===== config.mk =====
export PLATFORM = sky130hd
export DESIGN_NAME = flv_tag_timestamp_rebase_unit
export DESIGN_NICKNAME = d
export VERILOG_FILES = /design/src/hw/rtl/flvtr_pkg.sv /design/src/hw/rtl/flvtr_queue.sv /design/src/hw/rtl/flvtr_front.sv /design/src/hw/rtl/flvtr_back.sv /design/src/hw/rtl/flv_tag_timestamp_rebase_unit.sv
export SDC_FILE = /design/constraint.sdc
export NUM_CORES = 1
export LEC_CHECK = 0
export BUFFER_PORTS_ARGS = -buffer_cell sky130_fd_sc_hd__buf_4
export CORE_MARGIN = 3
export CORE_UTILIZATION = 34
export CTS_BUF_LIST = sky130_fd_sc_hd__clkbuf_4
export DETAILED_ROUTE_END_ITERATION = 7
export PLACE_DENSITY = 0.6
export SYNTH_ARGS = -nofsm -noshare
export SYNTH_HDL_FRONTEND = slang
export SYNTH_SLANG_ARGS = --single-unit

===== constraint.sdc =====
create_clock -name clk -period 7.4 [get_ports clk]
set_input_delay 0.74 -clock clk [delete_from_list [all_inputs] [get_ports clk]]
set_output_delay 0.74 -clock clk [all_outputs]
set_load 0.02 [all_outputs]

===== src/hw/rtl/flvtr_pkg.sv =====
// ============================================================================
// flvtr_pkg
// Shared types and constants for the FLV tag timestamp rebase unit.
// ============================================================================
package flvtr_pkg;

  // Byte counts of the FLV framing
  localparam int FILE_HDR_BYTES = 13;  // file header plus first previous-tag-size
  localparam int TAG_HDR_BYTES  = 11;
  localparam int TRAILER_BYTES  = 4;   // previous-tag-size after each payload
  localparam int HOLD_BYTES     = 12;  // header bytes held before the last one arrives
  localparam int CNT_W          = 25;
  localparam int IDX_W          = $clog2(FILE_HDR_BYTES);

  // Front stage codes
  localparam logic [1:0] STG_HDR_KEEP = 2'd0;
  localparam logic [1:0] STG_HDR_SKIP = 2'd1;
  localparam logic [1:0] STG_TAG_HDR  = 2'd2;
  localparam logic [1:0] STG_PAYLOAD  = 2'd3;

  // Queue entry kinds
  localparam logic [1:0] K_BYTE = 2'd0;  // one payload byte, maybe followed by a status
  localparam logic [1:0] K_FHDR = 2'd1;  // file header burst from a header slot
  localparam logic [1:0] K_THDR = 2'd2;  // tag header burst, maybe followed by a status
  localparam logic [1:0] K_STAT = 2'd3;  // status-only result, header truncated

  // Result status codes
  localparam logic [1:0] STAT_OK         = 2'd0;
  localparam logic [1:0] STAT_HDR_SHORT  = 2'd1;
  localparam logic [1:0] STAT_BODY_SHORT = 2'd2;

  typedef logic [CNT_W-1:0] cnt_t;
  typedef logic [FILE_HDR_BYTES-1:0][7:0] hdr_bytes_t;

  typedef struct packed {
    logic [1:0] kind;
    logic [7:0] data;
    logic       tail;  // entry ends a truncated file: status follows
  } entry_t;

  typedef struct packed {
    logic       we;
    hdr_bytes_t bytes;
  } hdr_wr_t;

endpackage


===== src/hw/rtl/flvtr_queue.sv =====
// ============================================================================
// flvtr_queue
// Small first-in first-out queue of work entries between front and back.
// ============================================================================
module flvtr_queue
  import flvtr_pkg::*;
#(
  parameter int DEPTH = 16
) (
  input  logic   clk,
  input  logic   rst_n,
  input  logic   push,
  input  entry_t push_entry,
  input  logic   pop,
  output logic   full,
  output logic   head_valid,
  output entry_t head_entry
);

  localparam int PTR_W = (DEPTH > 1) ? $clog2(DEPTH) : 1;
  localparam int CNT_QW = $clog2(DEPTH + 1);

  entry_t              mem_r [DEPTH];
  logic [PTR_W-1:0]    wr_ptr_r;
  logic [PTR_W-1:0]    rd_ptr_r;
  logic [CNT_QW-1:0]   count_r;
  logic                do_pop;

  assign full       = (count_r == CNT_QW'(DEPTH));
  assign head_valid = (count_r != '0);
  assign head_entry = mem_r[rd_ptr_r];
  assign do_pop     = pop && head_valid;

  // Store pushed entries
  always_ff @(posedge clk) begin
    if (push) begin
      mem_r[wr_ptr_r] <= push_entry;
    end
  end

  // Advance pointers and occupancy
  always_ff @(posedge clk) begin
    if (!rst_n) begin
      wr_ptr_r <= '0;
      rd_ptr_r <= '0;
      count_r  <= '0;
    end else begin
      if (push) begin
        wr_ptr_r <= (wr_ptr_r == PTR_W'(DEPTH - 1)) ? '0 : wr_ptr_r + 1'b1;
      end
      if (do_pop) begin
        rd_ptr_r <= (rd_ptr_r == PTR_W'(DEPTH - 1)) ? '0 : rd_ptr_r + 1'b1;
      end
      if (push && !do_pop) begin
        count_r <= count_r + 1'b1;
      end else if (!push && do_pop) begin
        count_r <= count_r - 1'b1;
      end
    end
  end

endmodule


===== src/hw/rtl/flvtr_front.sv =====
// ============================================================================
// flvtr_front
// Accepts input bytes, tracks file and tag framing, rebases timestamps and
// turns each byte into at most one work entry for the back end.
// ============================================================================
module flvtr_front
  import flvtr_pkg::*;
(
  input  logic       clk,
  input  logic       rst_n,
  input  logic       in_tvalid,
  output logic       in_tready,
  input  logic [7:0] in_tdata,
  input  logic [1:0] in_tuser,
  input  logic       in_tlast,
  input  logic       q_full,
  input  logic       slot_free,
  output logic       push,
  output entry_t     push_entry,
  output hdr_wr_t    hdr_wr
);

  logic [1:0]  stage_r, stage_e, stage_nxt;
  cnt_t        cnt_r, cnt_e, cnt_nxt;
  logic [7:0]  hold_r [HOLD_BYTES];
  logic [7:0]  hold_nxt [HOLD_BYTES];
  logic [31:0] offset_r, offset_e, offset_nxt;
  logic [31:0] last_ts_r, last_ts_e, last_ts_nxt;
  logic        failed_r, failed_e, failed_nxt;
  logic        ended_r, ended_e, ended_nxt;
  logic [31:0] ts_sum;
  logic        accept;
  logic        emit;
  entry_t      entry;
  hdr_wr_t     wr;
  logic        file_start;
  logic        first_file;

  assign file_start = in_tuser[0];
  assign first_file = in_tuser[1];
  assign in_tready  = !q_full && slot_free;
  assign accept     = in_tvalid && in_tready;
  assign push       = accept && emit;
  assign push_entry = entry;
  assign hdr_wr.we    = accept && wr.we;
  assign hdr_wr.bytes = wr.bytes;

  // Rebased timestamp of the tag header being held
  assign ts_sum = {hold_r[7], hold_r[4], hold_r[5], hold_r[6]} + offset_e;

  // Classify the byte and compute next state
  always_comb begin
    stage_e   = stage_r;
    cnt_e     = cnt_r;
    failed_e  = failed_r;
    ended_e   = ended_r;
    offset_e  = offset_r;
    last_ts_e = last_ts_r;
    if (file_start) begin
      if (first_file) begin
        failed_e = 1'b0;
        offset_e = '0;
      end
      last_ts_e = '0;
      ended_e   = 1'b0;
      cnt_e     = '0;
      stage_e   = first_file ? STG_HDR_KEEP : STG_HDR_SKIP;
    end

    stage_nxt   = stage_e;
    cnt_nxt     = cnt_e;
    failed_nxt  = failed_e;
    ended_nxt   = ended_e;
    offset_nxt  = offset_e;
    last_ts_nxt = last_ts_e;
    for (int i = 0; i < HOLD_BYTES; i++) begin
      hold_nxt[i] = hold_r[i];
      wr.bytes[i] = hold_r[i];
    end
    wr.bytes[FILE_HDR_BYTES-1] = in_tdata;
    wr.we      = 1'b0;
    emit       = 1'b0;
    entry.kind = K_BYTE;
    entry.data = in_tdata;
    entry.tail = 1'b0;

    if (!(failed_e || ended_e)) begin
      case (stage_e)
        STG_HDR_KEEP, STG_HDR_SKIP: begin
          if (cnt_e < CNT_W'(FILE_HDR_BYTES - 1)) begin
            if (stage_e == STG_HDR_KEEP) begin
              hold_nxt[cnt_e[IDX_W-1:0]] = in_tdata;
            end
            cnt_nxt = cnt_e + 1'b1;
          end else begin
            if (stage_e == STG_HDR_KEEP) begin
              wr.we      = 1'b1;
              emit       = 1'b1;
              entry.kind = K_FHDR;
            end
            stage_nxt = STG_TAG_HDR;
            cnt_nxt   = '0;
          end
        end
        STG_TAG_HDR: begin
          if (cnt_e < CNT_W'(TAG_HDR_BYTES - 1)) begin
            hold_nxt[cnt_e[IDX_W-1:0]] = in_tdata;
            cnt_nxt = cnt_e + 1'b1;
          end else begin
            wr.we = 1'b1;
            wr.bytes[4] = ts_sum[23:16];
            wr.bytes[5] = ts_sum[15:8];
            wr.bytes[6] = ts_sum[7:0];
            wr.bytes[7] = ts_sum[31:24];
            wr.bytes[TAG_HDR_BYTES-1] = in_tdata;
            emit        = 1'b1;
            entry.kind  = K_THDR;
            last_ts_nxt = ts_sum;
            stage_nxt   = STG_PAYLOAD;
            cnt_nxt     = {1'b0, hold_r[1], hold_r[2], hold_r[3]} + CNT_W'(TRAILER_BYTES);
          end
        end
        default: begin
          emit    = 1'b1;
          cnt_nxt = cnt_e - 1'b1;
          if (cnt_e == CNT_W'(1)) begin
            stage_nxt = STG_TAG_HDR;
          end
        end
      endcase

      // Close the file: flag truncation or take the last timestamp as offset
      if (in_tlast) begin
        ended_nxt = 1'b1;
        if (stage_nxt == STG_HDR_KEEP) begin
          failed_nxt = 1'b1;
          emit       = 1'b1;
          entry.kind = K_STAT;
          entry.data = '0;
        end else if (stage_nxt == STG_PAYLOAD) begin
          failed_nxt = 1'b1;
          entry.tail = 1'b1;
        end else begin
          offset_nxt = last_ts_nxt;
        end
      end
    end
  end

  // Hold header bytes
  always_ff @(posedge clk) begin
    if (accept) begin
      for (int i = 0; i < HOLD_BYTES; i++) begin
        hold_r[i] <= hold_nxt[i];
      end
    end
  end

  // Update framing state
  always_ff @(posedge clk) begin
    if (!rst_n) begin
      stage_r   <= STG_HDR_KEEP;
      cnt_r     <= '0;
      offset_r  <= '0;
      last_ts_r <= '0;
      failed_r  <= 1'b0;
      ended_r   <= 1'b0;
    end else if (accept) begin
      stage_r   <= stage_nxt;
      cnt_r     <= cnt_nxt;
      offset_r  <= offset_nxt;
      last_ts_r <= last_ts_nxt;
      failed_r  <= failed_nxt;
      ended_r   <= ended_nxt;
    end
  end

endmodule


===== src/hw/rtl/flvtr_back.sv =====
// ============================================================================
// flvtr_back
// Drains work entries into result items: header bursts from two header
// slots, payload bytes and status results, through an output register.
// ============================================================================
module flvtr_back
  import flvtr_pkg::*;
(
  input  logic       clk,
  input  logic       rst_n,
  input  hdr_wr_t    hdr_wr,
  output logic       slot_free,
  input  logic       head_valid,
  input  entry_t     head_entry,
  output logic       pop,
  output logic       out_tvalid,
  input  logic       out_tready,
  output logic [7:0] out_tdata,
  output logic [2:0] out_tuser,
  output logic       out_tlast
);

  hdr_bytes_t       slot_r [2];
  logic [1:0]       busy_r;
  logic             swr_r;
  logic             srd_r;
  logic [IDX_W-1:0] idx_r;
  logic             valid_r;
  logic [7:0]       data_r;
  logic             bv_r;
  logic [1:0]       stat_r;
  logic             last_r;
  logic             adv;
  logic             take;
  logic [7:0]       res_data;
  logic             res_bv;
  logic [1:0]       res_stat;
  logic             res_last;
  logic             burst;

  assign slot_free  = !busy_r[swr_r];
  assign out_tvalid = valid_r;
  assign out_tdata  = data_r;
  assign out_tuser  = {stat_r, bv_r};
  assign out_tlast  = last_r;
  assign adv        = !valid_r || out_tready;
  assign take       = head_valid && adv;
  assign pop        = take && res_last;
  assign burst      = (head_entry.kind == K_FHDR) || (head_entry.kind == K_THDR);

  // Form the next result of the head entry
  always_comb begin
    res_data = slot_r[srd_r][idx_r];
    res_bv   = 1'b1;
    res_stat = STAT_OK;
    res_last = 1'b0;
    case (head_entry.kind)
      K_BYTE: begin
        if (idx_r == '0) begin
          res_data = head_entry.data;
          res_last = !head_entry.tail;
        end else begin
          res_data = '0;
          res_bv   = 1'b0;
          res_stat = STAT_BODY_SHORT;
          res_last = 1'b1;
        end
      end
      K_FHDR: res_last = (idx_r == IDX_W'(FILE_HDR_BYTES - 1));
      K_THDR: begin
        // Append the truncation status after a header that ends its file
        if (idx_r == IDX_W'(TAG_HDR_BYTES)) begin
          res_data = '0;
          res_bv   = 1'b0;
          res_stat = STAT_BODY_SHORT;
          res_last = 1'b1;
        end else begin
          res_last = (idx_r == IDX_W'(TAG_HDR_BYTES - 1)) && !head_entry.tail;
        end
      end
      default: begin
        res_data = '0;
        res_bv   = 1'b0;
        res_stat = STAT_HDR_SHORT;
        res_last = 1'b1;
      end
    endcase
  end

  // Write finished headers into the free slot
  always_ff @(posedge clk) begin
    if (hdr_wr.we) begin
      slot_r[swr_r] <= hdr_wr.bytes;
    end
  end

  // Track slot ownership, burst position and the output register
  always_ff @(posedge clk) begin
    if (!rst_n) begin
      busy_r  <= '0;
      swr_r   <= 1'b0;
      srd_r   <= 1'b0;
      idx_r   <= '0;
      valid_r <= 1'b0;
    end else begin
      if (hdr_wr.we) begin
        busy_r[swr_r] <= 1'b1;
        swr_r         <= !swr_r;
      end
      if (take) begin
        valid_r <= 1'b1;
        if (res_last) begin
          idx_r <= '0;
          if (burst) begin
            busy_r[srd_r] <= 1'b0;
            srd_r         <= !srd_r;
          end
        end else begin
          idx_r <= idx_r + 1'b1;
        end
      end else if (adv) begin
        valid_r <= 1'b0;
      end
    end
  end

  // Load result payload
  always_ff @(posedge clk) begin
    if (take) begin
      data_r <= res_data;
      bv_r   <= res_bv;
      stat_r <= res_stat;
      last_r <= res_last;
    end
  end

endmodule


===== src/hw/rtl/flv_tag_timestamp_rebase_unit.sv =====
// ============================================================================
// flv_tag_timestamp_rebase_unit
// Merges successive FLV files into one stream with rebased tag timestamps.
// ============================================================================
// The unit takes one input byte per clock. Tag headers and the first file's
// header are held until complete, then sent as a burst of 11 or 13 result
// items, one per clock, from one of two header slots; payload bytes pass
// through one per clock. A queue of QUEUE_DEPTH entries (default 16) sits
// between the byte classifier and the result generator, so the input keeps
// flowing while a header burst is being sent. in_tready drops when that
// queue is full or when both header slots still hold unsent headers. A
// result passes through the queue and the output register. A truncated
// first-file header or cut payload is reported with a status-only item
// (tuser byte_valid low), then input is dropped until the next first file.
// ============================================================================
module flv_tag_timestamp_rebase_unit
  import flvtr_pkg::*;
#(
  parameter int QUEUE_DEPTH = 16
) (
  input  logic       clk,
  input  logic       rst_n,
  input  logic       in_tvalid,
  output logic       in_tready,
  input  logic [7:0] in_tdata,   // [7:0] data_byte
  input  logic [1:0] in_tuser,   // [0] file_start, [1] first_file
  input  logic       in_tlast,   // file_end
  output logic       out_tvalid,
  input  logic       out_tready,
  output logic [7:0] out_tdata,  // [7:0] out_byte
  output logic [2:0] out_tuser,  // [0] byte_valid, [2:1] status
  output logic       out_tlast   // run_end
);

  logic    q_full;
  logic    slot_free;
  logic    push;
  entry_t  push_entry;
  hdr_wr_t hdr_wr;
  logic    pop;
  logic    head_valid;
  entry_t  head_entry;

  flvtr_front u_front (
    .clk        (clk),
    .rst_n      (rst_n),
    .in_tvalid  (in_tvalid),
    .in_tready  (in_tready),
    .in_tdata   (in_tdata),
    .in_tuser   (in_tuser),
    .in_tlast   (in_tlast),
    .q_full     (q_full),
    .slot_free  (slot_free),
    .push       (push),
    .push_entry (push_entry),
    .hdr_wr     (hdr_wr)
  );

  flvtr_queue #(
    .DEPTH (QUEUE_DEPTH)
  ) u_queue (
    .clk        (clk),
    .rst_n      (rst_n),
    .push       (push),
    .push_entry (push_entry),
    .pop        (pop),
    .full       (q_full),
    .head_valid (head_valid),
    .head_entry (head_entry)
  );

  flvtr_back u_back (
    .clk        (clk),
    .rst_n      (rst_n),
    .hdr_wr     (hdr_wr),
    .slot_free  (slot_free),
    .head_valid (head_valid),
    .head_entry (head_entry),
    .pop        (pop),
    .out_tvalid (out_tvalid),
    .out_tready (out_tready),
    .out_tdata  (out_tdata),
    .out_tuser  (out_tuser),
    .out_tlast  (out_tlast)
  );

endmodule


==> metrics.cfg, run 1 <==
[status]
status=complete, no violations

[floorplan]
row_count=102
pin_count=29
initial_core_util_pct=34.4
fp.dieH_um=286
fp.coreArea_sq_mm=0.0776
die_area_sq_mm=0.0819
die_w_um=286

[synthesis]
ys.flop_type=edfxtp_1
synth_area_sq_mm=0.0267
yosys.area.top_type=edfxtp_1
synth-seq-area-share_pct=64.3
synth_common_cells=edfxtp_1, nand2_1, dfxtp_1, mux4_2, nor2_1
yosysTopAreaCellShare_pct=55.3
synth_cell_types=78
synth_edf_count=492
yosysWarnings=0
synthArstFlopShare_pct=0
netlist_instances=1888
syn_area_per_cell_sq_um=14.1
synth.most_common_cell=edfxtp_1
synth.area.top_cells=edfxtp_1, mux4_2, dfxtp_1
ys_ff_latch=612
syn_nets=1958

[timing]
finalSetupViolations=0
timing.fmax_ghz=0.190
fin_crit_ns=5.26
setup_tns_ns=0
rsz0062_at_grt=no
fin_ws_ns=2.14
maxSlewViolCount=0
relSlewSlack_pct=19.7
clock-skew-final_ns=0.0587
tightest_slew_ns=1.20
timing.final.hold_violations=0
timing.final.crit_share_pct=71.0

[power_and_ir_drop]
p_int_mw=6.19
swShare_pct=29.3
pwr-share-seq_pct=46.7
leakage_nw=10.3
fin_total_pwr_mw=8.75
pwr-share-comb_pct=20.5
cellPowerDensity_mw_per_mm2=290
ir_worst_vdd_uv=147
p_clk_share_pct=32.7
switchingPower_mw=2.57

[detailed_routing]
first_iter_violations=1471
drc=0
postRouteAntennaNets=0
drt_wl_total_um=67500
firstDrtPassIters=6
vias=16600
vias_per_cell=5.23
routedWlPerCell_um=21.3

[setup_path]
path_delay_family=compound AO/OA/AOI/OAI gates
cp-end-kind=flop
cp_data_required_time_ns=8.28
startpoint_type=flop
crit_buf_inv=2
worstSetupPathType=flop to flop
path_cells=mux4_2, mux4_2, ha_1, a41oi_1, o21ai_0, o21bai_1, and2_1, inv_1, ha_1, inv_1, fa_1, a21o_1, a21oi_1, xnor2_1, or3_1, a21boi_0
slowest_delay_ns=0.92
arrival_ns=6.14
crit_slowest_cell=dfxtp_2
crit_fanout=25

[cells_and_area]
nets=2090
post-route-util_pct=38.9
drive_gt1_share_pct=21.9
layout.cells.non_filler=3174
area.growth.synth_to_final_pct=13.0
fill_cells=7330

[grt]
grt_pass1_wl_um=103000
grt_max_degree=106
grt_pass1_vias=16800
antenna_found_initial=4
gr-usage-all-layers_pct=16.5
gr-total-overflow=0

[worst_hold_path]
hp-start=out_tready
hold_class=input pin to flop

[run]
max-cap-violations=0

[clock_network]
htreeDepth=4
clkTransAtPathRegs_ns=0.06
insertion_delay_ns=0.96
post_cts_resized=0
post_cts_buffers=0
ctsHoldBuffers=0
cts_tree=built
cts.sinks=612
cts_buffer_depth=3
cts_made_buffers=155
clock-root-buffer=clkbuf_4

[placed_design]
placed_cells=2903
place_ws_ns=2.12
gp_congestion=0.834
dpl.hpwl_um=42400
portBuffers=28

## metal layers
metal	GRT usage [%]	up-vias	wire, um
met5	0	-	0
met1	22.2	8403	29700
met2	26.9	529	32700
li1	-	7588	-
met4	4.94	0	990
met3	3.53	84	4080
## worst min-delay path, cell delays in order
cell      delay (ns)
buf_4           0.07
nand2b_1        0.17
a21boi_0        0.11
## worst paths after layout
path / endpoint / slack [ns] / cells past startpoint
worst min-delay path: u_back.out_tvalid / 0.19 / 3
worst max-delay path: u_queue.count_r[4] / 2.14 / 16
worst max register to register: u_queue.count_r[4] / 2.14 / 16
worst min register to register: u_back.slot_r[0][67] / 0.41 / 0
## flip-flops by register name (all words and copies together), names as in the netlist, 2 cells and up, named ones only
register / flops
u_queue.wr_ptr_r: 4
u_queue.count_r: 5
u_front.hold_r: 96
u_queue.rd_ptr_r: 4
u_queue.mem_r: 176
u_back.idx_r: 4
u_back.stat_r: 2
u_front.stage_r: 2
u_back.out_tdata: 8
u_back.busy_r: 2
u_back.slot_r: 208
u_front.cnt_r: 25
u_front.offset_r: 32
u_front.last_ts_r: 32
## power groups by stage
stage	Combinational [mW]	Clock, mW	Sequential [mW]
after detailed placement	1.82	0	4.17
after CTS	1.82	2.96	4.10
after global placement	1.78	0	4.16
after global routing	1.95	3.15	4.12
final	1.80	2.87	4.09
after floorplan	1.28	0	4.11
## stage by stage
stage               hold slack (ns)  area (sq um)
floorplan                     0.417         26700
global placement              0.423         28200
detailed placement            0.432         28200
CTS                          0.0677         30200
global route                  0.104         30200
finish                        0.185         30200
## cells in the final DEF, fill, tap and decap left out, types with 10 or more instances in the layout
cell type / n
nand2b_1: 12
a22oi_1: 29
xnor2_1: 40
nor3_1: 16
mux4_2: 111
buf_4: 62
and2_1: 63
mux2_2: 15
o211ai_1: 11
nand2_1: 204
xor2_1: 25
ha_1: 53
a221oi_1: 12
a21o_1: 12
a22o_1: 16
nor2b_1: 68
nor2_1: 97
a21oi_1: 79
clkinv_1: 33
a22o_2: 10
and3_1: 21
inv_1: 25
nand3_1: 38
nand4_1: 11
dfxtp_1: 117
edfxtp_1: 492
clkbuf_4: 220
o21ai_0: 82
## cell type report
class | count | area, sq um | area share, %
Inverter | 26 | 97.6 | 0.324
Sequential cell | 612 | 17200 | 57.0
Clock buffer | 220 | 1650 | 5.47
Antenna cell | 2 | 5.00 | 0.0166
Multi-Input combinational cell | 1161 | 9100 | 30.2
Clock inverter | 49 | 323 | 1.07
Tap cell | 1040 | 1300 | 4.31
Timing Repair Buffer | 64 | 505 | 1.68
## cells by family (layout without fill, tap and decap cells)
| logic type | count (synthesis) | after routing | synth area share (%) |
|---|---|---|---|
| compound gates | 333 | 333 | 8.27 |
| other cells | 0 | 2 | 0 |
| flops | 612 | 612 | 64.3 |
| buf+inv | 115 | 359 | 1.73 |
| fa+ha+maj | 55 | 55 | 2.63 |
| simple gates | 574 | 574 | 10.6 |
| mux | 134 | 134 | 10.3 |
| xor+xnor | 65 | 65 | 2.13 |
(Power assumes the default switching activity.)
==> run 2, diff against run 1 <==
Clock period 7.4 ns to 4.24 ns, I/O delays scaled along.
==> run 2 against run 1 <==
Net effect: combinational power is 92% higher; total power grew 78%; fmax increased by 30%; utilization up 0.81 points; critical path type unchanged.
==> metrics.cfg, run 2 (synthesized netlist as in run 1, its figures left out) <==
[status]
status=complete, no violations

[timing]
setup_tns_ns=0
rsz0062_at_grt=no
relSlewSlack_pct=32.9
clock-skew-final_ns=0.0627
fin_crit_ns=4.06
maxSlewViolCount=0
finalSetupViolations=0
tightest_slew_ns=1.00
timing.fmax_ghz=0.247
timing.final.crit_share_pct=95.7
timing.final.hold_violations=0

[grt]
gr-usage-all-layers_pct=16.9
grt_max_degree=77
antenna_found_initial=2
grt_pass1_vias=17400
grt_pass1_wl_um=105000
gr-total-overflow=0

[clock_network]
clock-root-buffer=clkbuf_4
cts_buffer_depth=3
insertion_delay_ns=0.99
htreeDepth=4
clkTransAtPathRegs_ns=0.07
cts_made_buffers=157
cts_tree=built
cts.sinks=612

[detailed_routing]
postRouteAntennaNets=0
vias_per_cell=5.24
vias=17000
firstDrtPassIters=5
drc=0
first_iter_violations=1375
drt_wl_total_um=68800
routedWlPerCell_um=21.2

[run]
max-cap-violations=0

[cells_and_area]
largest_reg_flops=208
layout.cells.non_filler=3243
layout_common_cells=edfxtp_1, clkbuf_4, nand2_1, dfxtp_1, mux4_2
reg.largest.list=u_back.slot_r (208), u_queue.mem_r (176), u_front.hold_r (96)
regMostFlops=u_back.slot_r
drive_gt1_share_pct=24.5
final_cell_area_sq_mm=0.0308
layout_commonest_cell=edfxtp_1
area.growth.synth_to_final_pct=15.4
nets=2153

[placed_design]
gp_congestion=0.883
dpl-instance-area_sq_mm=0.0286
portBuffers=28
placed_cells=2949
dpl.hpwl_um=44500

[floorplan]
row_count=102
die_w_um=286
fp.dieH_um=286
fp.coreArea_sq_mm=0.0776
die_area_sq_mm=0.0819
pin_count=29
initial_core_util_pct=34.4

[worst_hold_path]
hold_class=input pin to flop

[setup_path]
crit_fanout=5
startpoint_type=flop
cp_data_required_time_ns=5.16
worstSetupPathType=flop to flop
cp-end-kind=flop
arrival_ns=4.98

[power_and_ir_drop]
fin_total_pwr_mw=15.6
cellPowerDensity_mw_per_mm2=506
leakage_nw=10.7
ir_worst_vdd_uv=259

## run 2: critical path, stage by stage (launching register included)
cell and delay, ns:
dfxtp_4 0.38, clkbuf_16 0.15, mux4_2 0.50, mux4_2 0.53, ha_1 0.24, buf_4 0.15
a31oi_2 0.24, o21bai_4 0.11, and2_4 0.17, inv_2 0.05, ha_2 0.18, inv_2 0.06
fa_1 0.37, a21o_1 0.20, a21oi_2 0.15, xnor2_1 0.08, or3_1 0.31, a21boi_1 0.12
## run 2: final timing paths
kind	cells after the start	to	from	slack, ns
setup / recovery	17	u_queue.count_r[4]	flop	0.18
hold / removal	5	u_front.cnt_r[19]	in_tvalid	0.17
setup reg to reg	17	u_queue.count_r[4]	flop	0.18
hold reg to reg	0	u_back.slot_r[0][3]	u_front.hold_r[0][3]	0.43
## run 2: cell type report
cell class | instances | area, sq um
fillers | 7331 | 46800
flip-flops and latches | 612 | 17200
multi-input cells | 1161 | 9140
clock buffers | 229 | 1720
well taps | 1040 | 1300
repair buffers | 125 | 1070
clock inverters | 46 | 273
inverters | 26 | 97.6
diodes | 4 | 10.0
## run 2: per-layer routing
metal	up-vias	wire, um	global-route usage (%)
met2	579	33200	27.7
met3	117	4130	3.50
met5	-	0	0
met4	0	1540	6.03
met1	8575	30000	22.3
li1	7718	-	-
## run 2: timing repair
| item | CTS | global route |
|---|---|---|
| gates resized for setup | 1 | 15 |
| cloned | 0 | 1 |
| endpoints found under the setup margin | 1 | 2 |
| hold endpoints to repair | 149 | 0 |
| pin swaps | 0 | 1 |
| setup buffers | 0 | 2 |
| hold buffers | 12 | 0 |
## run 2: power by group
group	switching (mW)	leakage [nW]	internal, mW
clock network	2.41	1.19	2.61
logic	1.93	4.01	1.53
registers	0.220	5.45	6.87
total	4.56	10.7	11.0
## run 2: through the flow
step / utilization, % / setup slack (ns) / hold slack (ns)
floorplan: - / -0.0131 / 0.417
global placement: 36.8 / 0.00944 / 0.423
detailed placement: 36.8 / 0.0362 / 0.430
CTS: 39.6 / 0.00350 / 0.103
global route: 39.7 / 0.000483 / 0.166
finish: 39.7 / 0.184 / 0.174
